[config.mk]
export PLATFORM = sky130hd
export DESIGN_NAME = cdfa_front
export DESIGN_NICKNAME = d
export VERILOG_FILES = /design/src/rtl/cdfa_pkg.sv /design/src/rtl/cdfa_front.sv
export SDC_FILE = /design/constraint.sdc
export NUM_CORES = 1
export LEC_CHECK = 0
export BUFFER_PORTS_ARGS = -buffer_cell sky130_fd_sc_hd__buf_2
export CORE_UTILIZATION = 39
export DETAILED_ROUTE_END_ITERATION = 12
export GPL_TIMING_DRIVEN = 1
export PLACE_DENSITY = 0.69
export SYNTH_ARGS = -nofsm -noshare
export SYNTH_HDL_FRONTEND = slang
export SYNTH_SLANG_ARGS = --single-unit
[constraint.sdc]
create_clock -name clk -period 5.8 [get_ports clk]
set_clock_uncertainty 0.1 [all_clocks]
set_input_delay 1.16 -clock clk [delete_from_list [all_inputs] [get_ports clk]]
set_output_delay 1.16 -clock clk [all_outputs]
set_load 0.005 [all_outputs]
[src/rtl/cdfa_pkg.sv]
package cdfa_pkg;

	localparam int MAX_RES = 64;
	localparam int QDEPTH = 4;
	localparam int CLASSES = 256;

	localparam logic [1:0] FUNC_LOAD = 2'd0;
	localparam logic [1:0] FUNC_CHAR = 2'd1;
	localparam logic [1:0] FUNC_EOT = 2'd2;

	localparam logic [2:0] TBL_CLASS = 3'd0;
	localparam logic [2:0] TBL_META = 3'd1;
	localparam logic [2:0] TBL_ACCEPT = 3'd2;
	localparam logic [2:0] TBL_BASE = 3'd3;
	localparam logic [2:0] TBL_DEFAULT = 3'd4;
	localparam logic [2:0] TBL_CHECK = 3'd5;
	localparam logic [2:0] TBL_NEXT = 3'd6;

	localparam logic [1:0] CFG_START_COND = 2'd0;
	localparam logic [1:0] CFG_META_THR = 2'd1;
	localparam logic [1:0] CFG_JAM_BASE = 2'd2;

	localparam logic [1:0] STAT_OK = 2'd0;
	localparam logic [1:0] STAT_NOACC = 2'd1;
	localparam logic [1:0] STAT_OVF = 2'd2;

	localparam logic [7:0] CHAR_NL = 8'h0A;

	typedef enum logic [1:0] {
		OP_LOAD,
		OP_CHAR,
		OP_EOT
	} op_t;

	typedef struct packed {
		op_t op;
		logic [2:0] tbl;
		logic [11:0] idx;
		logic [11:0] val;
		logic [7:0] ch;
	} item_t;

	typedef struct packed {
		logic [4:0] start_condition;
		logic [10:0] meta_threshold;
		logic [11:0] jam_base;
	} cfg_t;

	typedef struct packed {
		logic [9:0] action;
		logic [31:0] token_start;
		logic [8:0] token_length;
		logic [1:0] status;
		logic last;
	} res_t;

	function automatic logic [31:0] reduce_mod(input logic [31:0] v, input logic [31:0] m);
		logic [31:0] r;
		r = v;
		for (int k = 7; k >= 0; k--) begin
			if (r >= (m << k))
				r = r - (m << k);
		end
		return r;
	endfunction

endpackage

[src/rtl/cdfa_front.sv]
module cdfa_front #(
	parameter int STATES = 1024,
	parameter int SLOTS = 4096
) (
	input logic clk,
	input logic arst_n,
	input logic in_valid,
	output logic in_ready,
	input logic [1:0] func,
	input logic [2:0] table_id,
	input logic [11:0] table_index,
	input logic [11:0] table_value,
	input logic [7:0] text_char,
	output logic q_valid,
	output cdfa_pkg::item_t q_item,
	input logic q_pop
);

	localparam int QW = $clog2(cdfa_pkg::QDEPTH);
	localparam int CW = $clog2(cdfa_pkg::QDEPTH + 1);

	cdfa_pkg::item_t fifo_q [cdfa_pkg::QDEPTH];
	logic [QW-1:0] wr_ptr_q, rd_ptr_q;
	logic [CW-1:0] count_q;
	logic load_ok, keep;
	logic push;
	cdfa_pkg::item_t item_c;

	always_comb begin
		unique case (table_id)
			cdfa_pkg::TBL_CLASS, cdfa_pkg::TBL_META:
				load_ok = 32'(table_index) < 32'(cdfa_pkg::CLASSES);
			cdfa_pkg::TBL_ACCEPT, cdfa_pkg::TBL_BASE, cdfa_pkg::TBL_DEFAULT:
				load_ok = 32'(table_index) < 32'(STATES);
			cdfa_pkg::TBL_CHECK, cdfa_pkg::TBL_NEXT:
				load_ok = 32'(table_index) < 32'(SLOTS);
			default:
				load_ok = 1'b0;
		endcase
	end

	always_comb begin
		item_c.tbl = table_id;
		item_c.idx = table_index;
		item_c.val = table_value;
		item_c.ch = text_char;
		unique case (func)
			cdfa_pkg::FUNC_LOAD: begin
				item_c.op = cdfa_pkg::OP_LOAD;
				keep = load_ok;
			end
			cdfa_pkg::FUNC_CHAR: begin
				item_c.op = cdfa_pkg::OP_CHAR;
				keep = 1'b1;
			end
			cdfa_pkg::FUNC_EOT: begin
				item_c.op = cdfa_pkg::OP_EOT;
				keep = 1'b1;
			end
			default: begin
				item_c.op = cdfa_pkg::OP_LOAD;
				keep = 1'b0;
			end
		endcase
	end

	assign in_ready = count_q != CW'(cdfa_pkg::QDEPTH);
	assign push = in_valid && in_ready && keep;
	assign q_valid = count_q != '0;
	assign q_item = fifo_q[rd_ptr_q];

	always_ff @(posedge clk) begin
		if (push)
			fifo_q[wr_ptr_q] <= item_c;
	end

	always_ff @(posedge clk or negedge arst_n) begin
		if (!arst_n) begin
			wr_ptr_q <= '0;
			rd_ptr_q <= '0;
			count_q <= '0;
		end else begin
			if (push)
				wr_ptr_q <= wr_ptr_q + QW'(1);
			if (q_pop)
				rd_ptr_q <= rd_ptr_q + QW'(1);
			if (push && !q_pop)
				count_q <= count_q + CW'(1);
			else if (!push && q_pop)
				count_q <= count_q - CW'(1);
		end
	end

endmodule

==> results.md <==
- Status: finished, final reports clean
- Final period utilization: around 65%
- CTS tree: built
- Root Driver: clkbuf_16
- Worst Setup End Kind: primary output
- Post-synth top area share: roughly 75%
- #FFs+latches synth: 155
- Syn_nets: between 300 and 400
- Maximum vdd drop: roughly 0.3 mV
- Layout Nets: roughly 400
- DRC errors left: 0
- Worst r2r path cells: 4
- DR vias/cell: approximately 5
- RSZ-0062 raised after global routing: false
- Relative slew margins: about a quarter
- P_int: approximately 2.3 mW
- CP Launch Point: rd_ptr_q[0]$_DFFE_PN0P_
- GR Layer Usage met1: between 10% and 20%
- Vias: 2746
- CORE AREA: approximately 15000 µm²
- Crit-path slowest cell: dfrtp_2
- Final slew viol count: 0
- Final setup margin: 2040 ps
- Comb power frac: ~22%
- Most Crowded Layer GR: met2
- Hold WC Path Type: reg -> reg
- Yosys cell types: 32
- Clock slew at reported path FFs: 60 ps
- Sw Share: a little over a quarter
- Post-synth top flop: edfxtp_1
- Fraction of layout cells with a size suffix above 1: 44.0%
- Net Switching: 830 µW
- Initial Util: between 40% and 50%
- Die Wd: 125 µm
- Worst reg2reg path endpoint: fifo_q[2][21]$_DFFE_PP_
- Yosys warning count: 0
- I/O Pins: 80
- Setup TNS: 0 ps
- Mapped Area: between 5000 and 6000 µm²
- First-pass GRT wire length: about 16000 µm
- DP HPWL: approximately 6300 µm
- CTS resizes: 0
- Synth area leader: edfxtp_1
- GR met3 Demand/Resource: about 5.5%
- IO buf count: 79
- Crit-path max FO: 23
- Avg Inst Size Synth: 23.6 µm²
- CTS Sinks: ~160
- Hold buffer count at cts: 0
- TritonCTS buffer count: 17
- Postcts setup bufs: 0
- DP Worst Slack: between 2000 and 2500 ps
- Clk_lat worst skew: ~400 ps
- Final-report setup violation count: 0
- Worst Max-Slew Pin Slew: 1100 ps
- Max Cap Viol: 0
- Critical setup path kind: reg -> out
- P&R area growth vs syn: 20.0%
- Antenna cells: 0
- Critical path endpoint: q_item[12]
- Maximum clock frequency: around 0.27 GHz
- Routed Antenna Nets: 0
- Power consumption: roughly 3.2 mW
- Die H: ~130 µm
- Max clock buf depth: 2
- Flop2flop setup slack: roughly 3200 ps
- CP Launch Type: register
- M2 GR Usage: between 20% and 30%
- Vias in the first global route: 3058
- Rows: 44
- Number of synthesized flops with an enable pin: between 100 and 150
- Worst EP arrival: around 2500 ps
- Overflow after GRT: 0
- Drt first pass iters: 6
- Leakage power total: between 2 and 2.5 nW
- Final wirelength: slightly above 10000 µm
- Die Footprint: ~16000 µm²
- Clock network power share: between 30% and 40%
- DR WL/cell: 19.1 µm
- Async S/R FF share, synth: 4.52%
- Post-route cell area: 7090 µm²
- Routability cong.: 0.716
- Largest net degree at the start of global routing: 39
- H-tree Lvls: 4
- Most frequent cell after synthesis: edfxtp_1
- Post-place instance area: 6580 µm²
- Req. time, crit path: approximately 4500 ps
- Crit-path max cell delay: 890 ps
- Sequential-to-total area share from yosys stat: 78.2%
- R2r startpoint: count_q[2]$_DFFE_PN0P_
- DR iter-0 viols: 177
- Flop pwr share: a little under half
- Most area-consuming cells after synthesis: edfxtp_1, mux4_2, dfrtp_1
- Top cells by count, synth: edfxtp_1, mux4_2, ha_1, dfrtp_1
- Pwr Density: about 450 nW/µm²
- Post-Synthesis Cells: 250
- Final min period: around 3800 ps
- Initial antenna violation count: 0
- Final Hold Fails: 0
- All-Layer GR Usage: around 14%
- Critical-path cell list: buf_4 > mux4_2 > buf_2
## metal layers
layer  vias to the layer above  part of all wire (%)  wire (µm)
li1                       1241                     -          -
met1                      1416                    41       4240
met2                        77                    52       5330
met3                        12                   6.1        625
met4                         0                   1.1        118
met5                         -                     0          0
## critical path, delay by kind of cell (launching register included)
family / cells / cell delay, ps
muxes: 1 / 570
buffers and inverters: 2 / 620
DFF: 1 / 890
## power groups by stage
| stage | Sequential (mW) | Combinational (mW) | Clock (mW) |
|---|---|---|---|
| 3_3_place_gp | 1.52 | 0.721 | 0 |
| 3_5_place_dp | 1.52 | 0.730 | 0 |
| 6_report | 1.49 | 0.712 | 0.975 |
| 5_1_grt | 1.52 | 0.778 | 1.03 |
| 2_1_floorplan | 1.41 | 0.538 | 0 |
| 4_1_cts | 1.50 | 0.733 | 0.993 |
## cells in the final DEF, fill, tap and decap left out, types with 3 or more instances in the layout
cell and n:
clkbuf_16 17, nand2_1 3, ha_1 9, buf_2 79
xor2_1 3, edfxtp_1 148, inv_1 6, clkinv_1 4
clkbuf_1 3, nor3b_2 4, clkinv_2 4, dfrtp_1 5
mux4_2 37, nor2_1 3, buf_4 3
## state kept, by name (all words and copies together), names as in the netlist
name and flops:
fifo_q 148, wr_ptr_q 2, rd_ptr_q 2, count_q 3
## kinds of logic (layout without fill, tap and decap cells)
family / count (synthesis) / after routing / synth area share (%)
adder cells (fa/ha/maj): 10 / 10 / 2.24
AO/OA/AOI/OAI: 7 / 7 / 0.889
AND/OR/NAND/NOR: 19 / 19 / 2.12
buffers and inverters: 14 / 121 / 1.14
multiplexers: 40 / 40 / 14.7
XOR/XNOR: 5 / 5 / 0.741
flip-flops: 155 / 155 / 78.2
## final cells by class
class / instances / area [µm²]
multi-input cells: 81 / 1240
clock buffers: 20 / 437
flip-flops and latches: 155 / 4620
well taps: 184 / 230
inverters: 6 / 22.5
fillers: 1243 / 7550
clock inverters: 11 / 80.1
repair buffers: 84 / 458
## stage by stage
stage,util (%),cells,hold slack (ps)
after CTS,48.4,541,406
after detailed placement,44.9,510,397
after floorplan,-,250,347
final,48.4,541,398
after global placement,44.9,510,366
after global routing,48.4,541,415
## how the worst min path moves through the flow
stage | start | end | slack [ps] | cells after the start
floorplan | count_q[2]$_DFFE_PN0P_ | count_q[2]$_DFFE_PN0P_ | 350 | 1
global placement | count_q[2]$_DFFE_PN0P_ | count_q[2]$_DFFE_PN0P_ | 370 | 1
detailed placement | count_q[2]$_DFFE_PN0P_ | count_q[2]$_DFFE_PN0P_ | 400 | 1
CTS | count_q[2]$_DFFE_PN0P_ | count_q[2]$_DFFE_PN0P_ | 410 | 1
global route | count_q[2]$_DFFE_PN0P_ | count_q[2]$_DFFE_PN0P_ | 410 | 1
finish | count_q[2]$_DFFE_PN0P_ | count_q[2]$_DFFE_PN0P_ | 400 | 1
Power figures use the tool's default switching activity.
